`src/rtl/pea_pkg.sv`:
```
`timescale 1ns / 1ps
// ----------------------------------------------------------------------------
// Pulse event aggregator package
// Shared widths, payload types and saturation limits of the aggregator.
// ----------------------------------------------------------------------------
package pea_pkg;

  // Stream payload widths, padded to whole bytes.
  localparam int IN_TDATA_W  = 152;
  localparam int OUT_TDATA_W = 264;

  // Divider: quotient magnitudes below 2**15 are worked out one bit a step.
  localparam int DIV_STEPS = 15;
  localparam int DIV_CNT_W = 4;

  // Saturation limits.
  localparam logic signed [31:0] ESUM_MAX = 32'sh7fff_ffff;
  localparam logic signed [31:0] ESUM_MIN = 32'sh8000_0000;
  localparam logic signed [47:0] WSUM_MAX = 48'sh7fff_ffff_ffff;
  localparam logic signed [47:0] WSUM_MIN = 48'sh8000_0000_0000;
  localparam logic signed [15:0] PSD_MAX  = 16'sh7fff;
  localparam logic signed [15:0] PSD_MIN  = 16'sh8000;

  // One detector pulse as it enters the block.
  typedef struct packed {
    logic [31:0]        event_number;
    logic [8:0]         segment;
    logic signed [23:0] energy;
    logic [47:0]        pulse_time;
    logic signed [15:0] z;
    logic signed [15:0] psd;
  } pulse_t;

  // Accumulated state of one closed group, before the PSD division.
  typedef struct packed {
    logic [31:0]        event_number;
    logic signed [31:0] energy_sum;
    logic signed [47:0] weighted_sum;
    logic [47:0]        start_time;
    logic signed [23:0] best_energy;
    logic [8:0]         best_segment;
    logic signed [15:0] best_z;
    logic signed [15:0] best_psd;
  } group_rec_t;

  // Push request from the front end into the record queue.
  typedef struct packed {
    logic       valid;
    group_rec_t rec;
  } rec_push_t;

endpackage

```
`src/rtl/pea_front.sv`:
```
`timescale 1ns / 1ps
// ----------------------------------------------------------------------------
// Pulse event aggregator front end
// Takes pulses, forms the energy times PSD product and keeps the running
// accumulators of the open group; pushes a record when the group closes.
// ----------------------------------------------------------------------------
module pea_front (
  input  logic               clk,
  input  logic               rst_n,
  input  logic               in_valid,
  output logic               in_ready,
  input  pea_pkg::pulse_t    in_pulse,
  input  logic               in_last,
  input  logic               q_full,
  output pea_pkg::rec_push_t q_push
);
  import pea_pkg::*;

  // Input stage: registered pulse and its product.
  logic               a_valid_r;
  logic               a_last_r;
  pulse_t             a_pulse_r;
  logic signed [39:0] a_prod_r;

  // Open group accumulators.
  logic               open_r;
  logic [31:0]        cur_ev_r;
  logic signed [31:0] esum_r;
  logic signed [47:0] wsum_r;
  logic [47:0]        start_r;
  logic signed [23:0] best_e_r;
  logic [8:0]         best_seg_r;
  logic signed [15:0] best_z_r;
  logic signed [15:0] best_psd_r;

  logic               a_load;
  logic               ev_change;
  logic               closing;
  logic               advance;
  logic [32:0]        esum_wide;
  logic [48:0]        wsum_wide;
  logic signed [31:0] esum_nxt;
  logic signed [47:0] wsum_nxt;

  // Handshake and closing decision.
  always_comb begin
    ev_change = a_pulse_r.event_number != cur_ev_r;
    closing   = a_valid_r && open_r && (a_last_r || ev_change);
    advance   = a_valid_r && !(closing && q_full);
    in_ready  = !a_valid_r || advance;
    a_load    = in_valid && in_ready;
  end

  // Saturating accumulation of energy and weighted PSD.
  always_comb begin
    esum_wide = {esum_r[31], esum_r} + {{9{a_pulse_r.energy[23]}}, a_pulse_r.energy};
    if (esum_wide[32] != esum_wide[31]) begin
      esum_nxt = esum_wide[32] ? ESUM_MIN : ESUM_MAX;
    end else begin
      esum_nxt = esum_wide[31:0];
    end
    wsum_wide = {wsum_r[47], wsum_r} + {{9{a_prod_r[39]}}, a_prod_r};
    if (wsum_wide[48] != wsum_wide[47]) begin
      wsum_nxt = wsum_wide[48] ? WSUM_MIN : WSUM_MAX;
    end else begin
      wsum_nxt = wsum_wide[47:0];
    end
  end

  // The record leaves with the state as it stands before this item.
  always_comb begin
    q_push.valid            = closing && !q_full;
    q_push.rec.event_number = cur_ev_r;
    q_push.rec.energy_sum   = esum_r;
    q_push.rec.weighted_sum = wsum_r;
    q_push.rec.start_time   = start_r;
    q_push.rec.best_energy  = best_e_r;
    q_push.rec.best_segment = best_seg_r;
    q_push.rec.best_z       = best_z_r;
    q_push.rec.best_psd     = best_psd_r;
  end

  // Input stage control.
  always_ff @(posedge clk) begin
    if (!rst_n) begin
      a_valid_r <= 1'b0;
    end else if (a_load) begin
      a_valid_r <= 1'b1;
    end else if (advance) begin
      a_valid_r <= 1'b0;
    end
  end

  // Input stage payload and product.
  always_ff @(posedge clk) begin
    if (a_load) begin
      a_last_r  <= in_last;
      a_pulse_r <= in_pulse;
      a_prod_r  <= 40'($signed(in_pulse.energy)) * 40'($signed(in_pulse.psd));
    end
  end

  // Group open flag.
  always_ff @(posedge clk) begin
    if (!rst_n) begin
      open_r <= 1'b0;
    end else if (advance) begin
      open_r <= !a_last_r;
    end
  end

  // Accumulators: a new group starts from its first pulse, later pulses add in.
  always_ff @(posedge clk) begin
    if (advance && !a_last_r) begin
      if (!open_r || ev_change) begin
        cur_ev_r   <= a_pulse_r.event_number;
        esum_r     <= 32'($signed(a_pulse_r.energy));
        wsum_r     <= 48'(a_prod_r);
        start_r    <= a_pulse_r.pulse_time;
        best_e_r   <= a_pulse_r.energy;
        best_seg_r <= a_pulse_r.segment;
        best_z_r   <= a_pulse_r.z;
        best_psd_r <= a_pulse_r.psd;
      end else begin
        esum_r <= esum_nxt;
        wsum_r <= wsum_nxt;
        // Strictly greater, so the earliest of equal maxima stays.
        if ($signed(a_pulse_r.energy) > best_e_r) begin
          best_e_r   <= a_pulse_r.energy;
          best_seg_r <= a_pulse_r.segment;
          best_z_r   <= a_pulse_r.z;
          best_psd_r <= a_pulse_r.psd;
        end
      end
    end
  end

endmodule

```
`src/rtl/pea_queue.sv`:
```
`timescale 1ns / 1ps
// ----------------------------------------------------------------------------
// Pulse event aggregator record queue
// Short first-in first-out buffer of closed group records between the
// front end and the division back end.
// ----------------------------------------------------------------------------
module pea_queue #(
  parameter int DEPTH = 4
) (
  input  logic                clk,
  input  logic                rst_n,
  input  pea_pkg::rec_push_t  push,
  output logic                full,
  output logic                pop_valid,
  input  logic                pop_ready,
  output pea_pkg::group_rec_t pop_rec
);
  import pea_pkg::*;

  localparam int PTR_W = $clog2(DEPTH);
  localparam int CNT_W = $clog2(DEPTH + 1);

  group_rec_t       mem_r [DEPTH];
  logic [PTR_W-1:0] wr_ptr_r;
  logic [PTR_W-1:0] rd_ptr_r;
  logic [CNT_W-1:0] count_r;
  logic             do_push;
  logic             do_pop;

  always_comb begin
    full      = count_r == CNT_W'(DEPTH);
    pop_valid = count_r != '0;
    pop_rec   = mem_r[rd_ptr_r];
    do_push   = push.valid && !full;
    do_pop    = pop_valid && pop_ready;
  end

  // Storage.
  always_ff @(posedge clk) begin
    if (do_push) begin
      mem_r[wr_ptr_r] <= push.rec;
    end
  end

  // Pointers and fill count.
  always_ff @(posedge clk) begin
    if (!rst_n) begin
      wr_ptr_r <= '0;
      rd_ptr_r <= '0;
      count_r  <= '0;
    end else begin
      if (do_push) begin
        wr_ptr_r <= (wr_ptr_r == PTR_W'(DEPTH - 1)) ? '0 : wr_ptr_r + 1'b1;
      end
      if (do_pop) begin
        rd_ptr_r <= (rd_ptr_r == PTR_W'(DEPTH - 1)) ? '0 : rd_ptr_r + 1'b1;
      end
      if (do_push && !do_pop) begin
        count_r <= count_r + 1'b1;
      end else if (do_pop && !do_push) begin
        count_r <= count_r - 1'b1;
      end
    end
  end

endmodule

```
`src/rtl/pea_back.sv`:
```
`timescale 1ns / 1ps
// ----------------------------------------------------------------------------
// Pulse event aggregator back end
// Divides the weighted PSD sum by the energy sum, one quotient bit a cycle,
// and holds the finished event record in the output register.
// ----------------------------------------------------------------------------
module pea_back (
  input  logic                            clk,
  input  logic                            rst_n,
  input  logic                            pop_valid,
  output logic                            pop_ready,
  input  pea_pkg::group_rec_t             pop_rec,
  input  logic [63:0]                     run_start,
  output logic                            out_valid,
  input  logic                            out_ready,
  output logic [pea_pkg::OUT_TDATA_W-1:0] out_data,
  output logic                            out_user
);
  import pea_pkg::*;

  localparam logic [1:0] ST_IDLE = 2'd0;
  localparam logic [1:0] ST_DIV  = 2'd1;
  localparam logic [1:0] ST_DONE = 2'd2;

  logic [1:0]             st_r;
  logic [1:0]             st_nxt;
  group_rec_t             rec_r;
  logic                   zero_r;
  logic                   sat_r;
  logic                   neg_r;
  logic [47:0]            rem_r;
  logic [44:0]            dsh_r;
  logic [DIV_STEPS-1:0]   quo_r;
  logic [DIV_CNT_W-1:0]   cnt_r;
  logic                   out_valid_r;
  logic [OUT_TDATA_W-1:0] out_data_r;
  logic                   out_user_r;

  logic [47:0]            mag;
  logic                   den_pos;
  logic                   sat_hit;
  logic                   ge;
  logic                   out_free;
  logic signed [15:0]     psd_res;

  // Set-up of one division: magnitude of the dividend and the overflow test.
  always_comb begin
    mag       = pop_rec.weighted_sum[47] ? 48'(-pop_rec.weighted_sum)
                                         : 48'(pop_rec.weighted_sum);
    den_pos   = !pop_rec.energy_sum[31] && (pop_rec.energy_sum != '0);
    sat_hit   = mag >= {2'b00, pop_rec.energy_sum[30:0], 15'b0};
    ge        = rem_r >= {3'b000, dsh_r};
    out_free  = !out_valid_r || out_ready;
    pop_ready = st_r == ST_IDLE;
  end

  // Final PSD: zero for a non-positive total, clamped, or the signed quotient.
  always_comb begin
    if (zero_r) begin
      psd_res = '0;
    end else if (sat_r) begin
      psd_res = neg_r ? PSD_MIN : PSD_MAX;
    end else if (neg_r) begin
      psd_res = -$signed({1'b0, quo_r});
    end else begin
      psd_res = $signed({1'b0, quo_r});
    end
  end

  // Sequencer.
  always_comb begin
    st_nxt = st_r;
    unique case (st_r)
      ST_IDLE: begin
        if (pop_valid) begin
          st_nxt = (!den_pos || sat_hit) ? ST_DONE : ST_DIV;
        end
      end
      ST_DIV: begin
        if (cnt_r == '0) begin
          st_nxt = ST_DONE;
        end
      end
      ST_DONE: begin
        if (out_free) begin
          st_nxt = ST_IDLE;
        end
      end
      default: st_nxt = ST_IDLE;
    endcase
  end

  always_ff @(posedge clk) begin
    if (!rst_n) begin
      st_r <= ST_IDLE;
    end else begin
      st_r <= st_nxt;
    end
  end

  // Divider datapath: restoring division, quotient built from its top bit.
  always_ff @(posedge clk) begin
    if (st_r == ST_IDLE && pop_valid) begin
      rec_r  <= pop_rec;
      zero_r <= !den_pos;
      sat_r  <= den_pos && sat_hit;
      neg_r  <= pop_rec.weighted_sum[47];
      rem_r  <= mag;
      dsh_r  <= {pop_rec.energy_sum[30:0], 14'b0};
      quo_r  <= '0;
      cnt_r  <= DIV_CNT_W'(DIV_STEPS - 1);
    end else if (st_r == ST_DIV) begin
      if (ge) begin
        rem_r <= rem_r - {3'b000, dsh_r};
      end
      quo_r <= {quo_r[DIV_STEPS-2:0], ge};
      dsh_r <= dsh_r >> 1;
      cnt_r <= cnt_r - 1'b1;
    end
  end

  // Output register: valid flag.
  always_ff @(posedge clk) begin
    if (!rst_n) begin
      out_valid_r <= 1'b0;
    end else if (st_r == ST_DONE && out_free) begin
      out_valid_r <= 1'b1;
    end else if (out_ready) begin
      out_valid_r <= 1'b0;
    end
  end

  // Output register: record payload.
  always_ff @(posedge clk) begin
    if (st_r == ST_DONE && out_free) begin
      out_data_r <= {7'b0, rec_r.best_psd, rec_r.best_z, rec_r.best_segment,
                     rec_r.best_energy, run_start, rec_r.start_time, psd_res,
                     rec_r.energy_sum, rec_r.event_number};
      out_user_r <= !zero_r;
    end
  end

  assign out_valid = out_valid_r;
  assign out_data  = out_data_r;
  assign out_user  = out_user_r;

endmodule

```
`src/rtl/pulse_event_aggregator_unit.sv`:
```
`timescale 1ns / 1ps
// ----------------------------------------------------------------------------
// Pulse event aggregator
// Builds one event record from each run of consecutive detector pulses that
// share an event number.
// ----------------------------------------------------------------------------
// Usage:
//   Pulses enter on the in_ stream, one per cycle when nothing backs up.
//   in_tlast marks an end-of-run item: it flushes the open group and its
//   pulse fields are ignored. A pulse with a new event number closes the
//   open group; the record of that group leaves on the out_ stream.
//   cfg_wr_en loads the run start stamp copied into every record; write it
//   only while the block is idle.
// Timing:
//   The item that closes a group passes the input stage; the record then goes
//   through the queue, the divider (one quotient bit per cycle) and the output
//   register. Records with a non-positive total or a clamped PSD skip the
//   division.
//   The divider takes one record at a time; up to QUEUE_DEPTH closed records
//   wait in the queue, and once it is full in_tready drops when a further
//   group closes, until room frees up.
// Reset clears the open group, the queue and the output valid flag; the run
// start stamp resets to zero. A stalled out_tready holds the record while
// the front end keeps taking pulses until the queue is full and a group closes.
// ----------------------------------------------------------------------------
module pulse_event_aggregator_unit #(
  parameter int QUEUE_DEPTH = 4
) (
  input  logic                            clk,
  input  logic                            rst_n,
  // event_number[31:0], segment[40:32], pulse_energy[64:41],
  // pulse_time[112:65], pulse_z[128:113], pulse_psd[144:129], zero fill
  input  logic [pea_pkg::IN_TDATA_W-1:0]  in_tdata,
  input  logic                            in_tlast,   // end_of_run
  input  logic                            in_tvalid,
  output logic                            in_tready,
  // out_event_number[31:0], total_energy[63:32], weighted_psd[79:64],
  // first_time[127:80], run_start[191:128], max_energy[215:192],
  // max_segment[224:216], max_z[240:225], max_psd[256:241], zero fill
  output logic [pea_pkg::OUT_TDATA_W-1:0] out_tdata,
  output logic                            out_tuser,  // psd_valid
  output logic                            out_tvalid,
  input  logic                            out_tready,
  input  logic                            cfg_wr_en,
  input  logic [63:0]                     cfg_wr_data // run_start_time
);
  import pea_pkg::*;

  logic [63:0] run_start_r;
  pulse_t      in_pulse;
  rec_push_t   q_push;
  logic        q_full;
  logic        q_pop_valid;
  logic        q_pop_ready;
  group_rec_t  q_pop_rec;

  // Run start register.
  always_ff @(posedge clk) begin
    if (!rst_n) begin
      run_start_r <= '0;
    end else if (cfg_wr_en) begin
      run_start_r <= cfg_wr_data;
    end
  end

  // Unpack the incoming pulse.
  always_comb begin
    in_pulse.event_number = in_tdata[31:0];
    in_pulse.segment      = in_tdata[40:32];
    in_pulse.energy       = in_tdata[64:41];
    in_pulse.pulse_time   = in_tdata[112:65];
    in_pulse.z            = in_tdata[128:113];
    in_pulse.psd          = in_tdata[144:129];
  end

  pea_front u_front (
    .clk      (clk),
    .rst_n    (rst_n),
    .in_valid (in_tvalid),
    .in_ready (in_tready),
    .in_pulse (in_pulse),
    .in_last  (in_tlast),
    .q_full   (q_full),
    .q_push   (q_push)
  );

  pea_queue #(
    .DEPTH (QUEUE_DEPTH)
  ) u_queue (
    .clk       (clk),
    .rst_n     (rst_n),
    .push      (q_push),
    .full      (q_full),
    .pop_valid (q_pop_valid),
    .pop_ready (q_pop_ready),
    .pop_rec   (q_pop_rec)
  );

  pea_back u_back (
    .clk       (clk),
    .rst_n     (rst_n),
    .pop_valid (q_pop_valid),
    .pop_ready (q_pop_ready),
    .pop_rec   (q_pop_rec),
    .run_start (run_start_r),
    .out_valid (out_tvalid),
    .out_ready (out_tready),
    .out_data  (out_tdata),
    .out_user  (out_tuser)
  );

endmodule

```
`config.mk`:
```
export PLATFORM = sky130hd
export DESIGN_NAME = pulse_event_aggregator_unit
export DESIGN_NICKNAME = d
export VERILOG_FILES = /design/src/rtl/pea_pkg.sv /design/src/rtl/pea_front.sv /design/src/rtl/pea_queue.sv /design/src/rtl/pea_back.sv /design/src/rtl/pulse_event_aggregator_unit.sv
export SDC_FILE = /design/constraint.sdc
export NUM_CORES = 2
export LEC_CHECK = 0
export ABC_AREA = 1
export BUFFER_PORTS_ARGS = -buffer_cell sky130_fd_sc_hd__buf_2
export CAP_MARGIN = 40
export CORE_UTILIZATION = 31
export CTS_BUF_LIST = sky130_fd_sc_hd__clkbuf_4 sky130_fd_sc_hd__clkbuf_8 sky130_fd_sc_hd__clkbuf_16
export CTS_CLUSTER_DIAMETER = 80
export DETAILED_ROUTE_END_ITERATION = 6
export GPL_ROUTABILITY_DRIVEN = 0
export GPL_TIMING_DRIVEN = 0
export HOLD_SLACK_MARGIN = 0.03
export MAX_ROUTING_LAYER = met4
export REMOVE_ABC_BUFFERS = 1
export SLEW_MARGIN = 20
export SYNTH_ARGS = -nofsm -noshare
export SYNTH_HDL_FRONTEND = slang
export SYNTH_SLANG_ARGS = --single-unit
```
`constraint.sdc`:
```
create_clock -name clk -period 14.6 [get_ports clk]
set_clock_uncertainty 0.05 [all_clocks]
set_input_delay 2.92 -clock clk [delete_from_list [all_inputs] [get_ports clk]]
set_output_delay 2.92 -clock clk [all_outputs]
set_load 0.01 [all_outputs]
```
==> flow_summary.json <==
{
  "fp-row-count": 201,
  "clockRootBuffer": "clkbuf_16",
  "status": "complete, no violations",
  "multi_input_area_um2": 30850,
  "yosysUniqueCellTypes": 73,
  "synthCells": 7994,
  "ir_drop_mv": 0.2861,
  "setup_ws_ns": 6.003,
  "cts_resized": 0,
  "firstDrtPassIters": 6,
  "rsz0062_at_grt": "no",
  "finalSetupViolations": 0,
  "cts_sinks": 1939,
  "htreeDepth": 4,
  "drcViolationCount": 0,
  "relSlewSlack_pct": 39.86,
  "ant_nets": 0,
  "post_cts_buffers": 0,
  "finalCritPeriodShare_pct": 58.89,
  "critical_path_buf_inv_count": 5,
  "fmax_mhz": 116.3,
  "cts_tree": "yes",
  "crit_type": "input port to flip-flop",
  "vias": 61190,
  "wl_per_cell_um": 19.29,
  "maxCapViolCount": 0,
  "wirelength_mm": 243.3,
  "clk_latency_ns": 0.87,
  "first_iter_violations": 5172,
  "dp_worst_setup_slack_ns": 5.174,
  "startpoint_type": "input port",
  "async_flop_share_pct": 0,
  "synth_ff_type": "edfxtp_1",
  "crit_required_ns": 15.14,
  "synth_top_area_share_pct": 58.77,
  "worst-path-max-fanout": 25,
  "endpoint_kind": "flip-flop",
  "powerDensity_nw_per_um2": 232.1,
  "p_leak_nw": 43.05,
  "synth_common_cells": "edfxtp_1, nand2_1, inv_1",
  "synth_fa_ha_area_share_pct": 11.95,
  "die_w_um": 550.9,
  "ys_top_cells_by_area": "edfxtp_1, fa_1, nand2_1",
  "cts_buffers": 206,
  "synth.avg_cell_area_um2": 11.68,
  "area_growth_pct": 16.38,
  "grt_overflow": 0,
  "worstPathArrival_ns": 9.14,
  "hpwl_mm": 170.8,
  "period_needed_ns": 8.597,
  "grt_pass1_wl_mm": 368.1,
  "synth_top_family_by_area": "adder cells",
  "seq_area_frac_synth_pct": 61.15,
  "hold_buffers": 0,
  "clock_path_buffers": 4,
  "port_buffers": 474,
  "finalMaxSlewViolations": 0,
  "synth_edf_count": 1828,
  "cp_top_family": "adder cells",
  "crit_top_cell": "fa_1",
  "synth-xor-area-share_pct": 1.827,
  "hold_viol_final": 0,
  "pin_count": 489,
  "grt_pass1_vias": 61660,
  "antenna_found_initial": 21,
  "layout.nets": 9371,
  "cts.clk_slew.worst_paths_ns": 0.06,
  "ys_warn_count": 0,
  "synth_mux_area_share_pct": 0.02143,
  "yosys.area.top_type": "edfxtp_1",
  "grt_usage_pct": 16.20,
  "start_util_pct": 31.16,
  "grt_max_degree": 131,
  "nFillCells": 28890,
  "die_h_um": 550.9,
  "synth_most_common_cell": "edfxtp_1",
  "max_slew.worst_pin.slew_ns": 0.8908,
  "max_stage_delay_ns": 0.55,
  "synth_seq_cells": 1939,
  "viasPerCell": 4.849,
  "hold_path_class": "flip-flop to flip-flop",
  "crit_slowest_cell": "fa_1",
  "fin_hold_ws_ns": 0.3393,
  "ff_latch_area_um2": 57120,
  "synth_compound_area_share_pct": 8.222,
  "yosys.area_share.simple_pct": 10.87,
  "fp.coreArea_um2": 299800,
  "final_layout_size_suffix_gt1_share_pct": 12.18,
  "synthesis.area_um2": 93400,
  "dieArea_um2": 303500
}
stage by stage:
| step | cell area (um2) | setup TNS (ns) | cells | util [%] | total power, mW |
|---|---|---|---|---|---|
| global placement | 99290 | - | 12120 | 33.12 | 20.23 |
| detailed placement | 102000 | 0 | 12230 | 34.03 | 20.13 |
| global route | 108700 | 0 | 12610 | 36.26 | 27.09 |
| floorplan | 91960 | -583.89 | 7688 | - | 16.42 |
| CTS | 108600 | 0 | 12600 | 36.24 | 25.36 |
| finish | 108700 | 0 | 12620 | 36.26 | 25.23 |
registers in the layout, indices dropped and copies added, names as in the netlist, 24 cells and up, named ones only:
register,count
u_back.dsh_r,45
u_front.wsum_r,48
u_front.cur_ev_r,32
run_start_r,64
u_back.out_data,257
u_queue.mem_r,900
u_front.start_r,48
u_front.a_prod_r,40
u_front.esum_r,32
u_back.rec_r,177
u_back.rem_r,48
u_front.best_e_r,24
u_front.a_pulse_r,145
metal layers:
| layer | vias up | routed length [um] | part of all wire (%) | GRT usage [%] |
|---|---|---|---|---|
| li1 | 28230 | - | - | - |
| met3 | 397 | 17550 | 7.2 | 2.759 |
| met1 | 30380 | 105200 | 43 | 20.83 |
| met4 | 0 | 6512 | 2.7 | 4.635 |
| met2 | 2184 | 114100 | 47 | 26.25 |
| met5 | - | 0 | 0 | - |
power by group:
part           switching, mW  internal (mW)  total, mW
logic                   7.86           4.17       12.0
registers              0.383           7.68       8.07
clock network           2.17           2.96       5.13
total                   10.4           14.8       25.2
worst reg2reg max path, cell delays in order (launching register included):
cell     delay (ns)
dfxtp_4        0.47
buf_16         0.28
buf_16         0.26
inv_8          0.64
buf_16         0.35
buf_16         0.51
nand2_1        0.25
nand3_1        0.09
nand2_1        0.33
inv_2          0.74
o21ai_0        0.29
xnor2_1        0.53
inv_1          0.11
ha_1           0.31
nand2_1        0.07
inv_1          0.05
nand3_1        0.11
nor3_1         0.30
nor4b_1        0.30
nand2_1        0.09
nand2_1        0.21
nand2_1        0.17
a21oi_1        0.25
cells in the final DEF, fill, tap and decap left out, types with 60 or more instances in the layout:
cell type | Yosys | layout
nand2_1 | 1340 | 1336
fa_1 | 378 | 378
a21oi_1 | 281 | 279
o22ai_1 | 178 | 178
clkbuf_16 | 0 | 206
nor2_1 | 680 | 673
a31oi_1 | 68 | 68
buf_12 | 0 | 60
dfxtp_1 | 111 | 109
ha_1 | 287 | 287
buf_2 | 39 | 474
o21ai_0 | 577 | 577
xor2_1 | 103 | 103
edfxtp_1 | 1828 | 1828
xnor2_1 | 90 | 90
inv_1 | 1078 | 1074
nand3_1 | 259 | 259
final cells by class:
| type | instances | share of cell area [%] |
|---|---|---|
| well taps | 3958 | 4.556 |
| diodes | 14 | 0.03223 |
| clock buffers | 244 | 5.056 |
| repair buffers | 588 | 4.575 |
| flip-flops and latches | 1939 | 52.55 |
| inverters | 1092 | 3.809 |
| clock inverters | 126 | 1.039 |
| multi-input cells | 4657 | 28.38 |
worst paths after layout:
path | startpoint | endpoint | slack, ns | cells after the start
worst min-delay path | run_start_r[9] | u_back.out_data[137] | 0.34 | 0
worst max register to register | flip-flop | u_back.sat_r | 7.66 | 22
worst max-delay path | in_tdata[130] | u_front.a_prod_r[27] | 6.00 | 25
worst min register to register | run_start_r[9] | u_back.out_data[137] | 0.34 | 0
cell families after synthesis:
group / Yosys count
multiplexers: 2
adder cells (fa/ha/maj): 665
flip-flops: 1939
AO/OA/AOI/OAI: 1315
buffers and inverters: 1404
other: 1
AND/OR/NAND/NOR: 2474
XOR/XNOR: 194
Power figures use the tool's default switching activity.
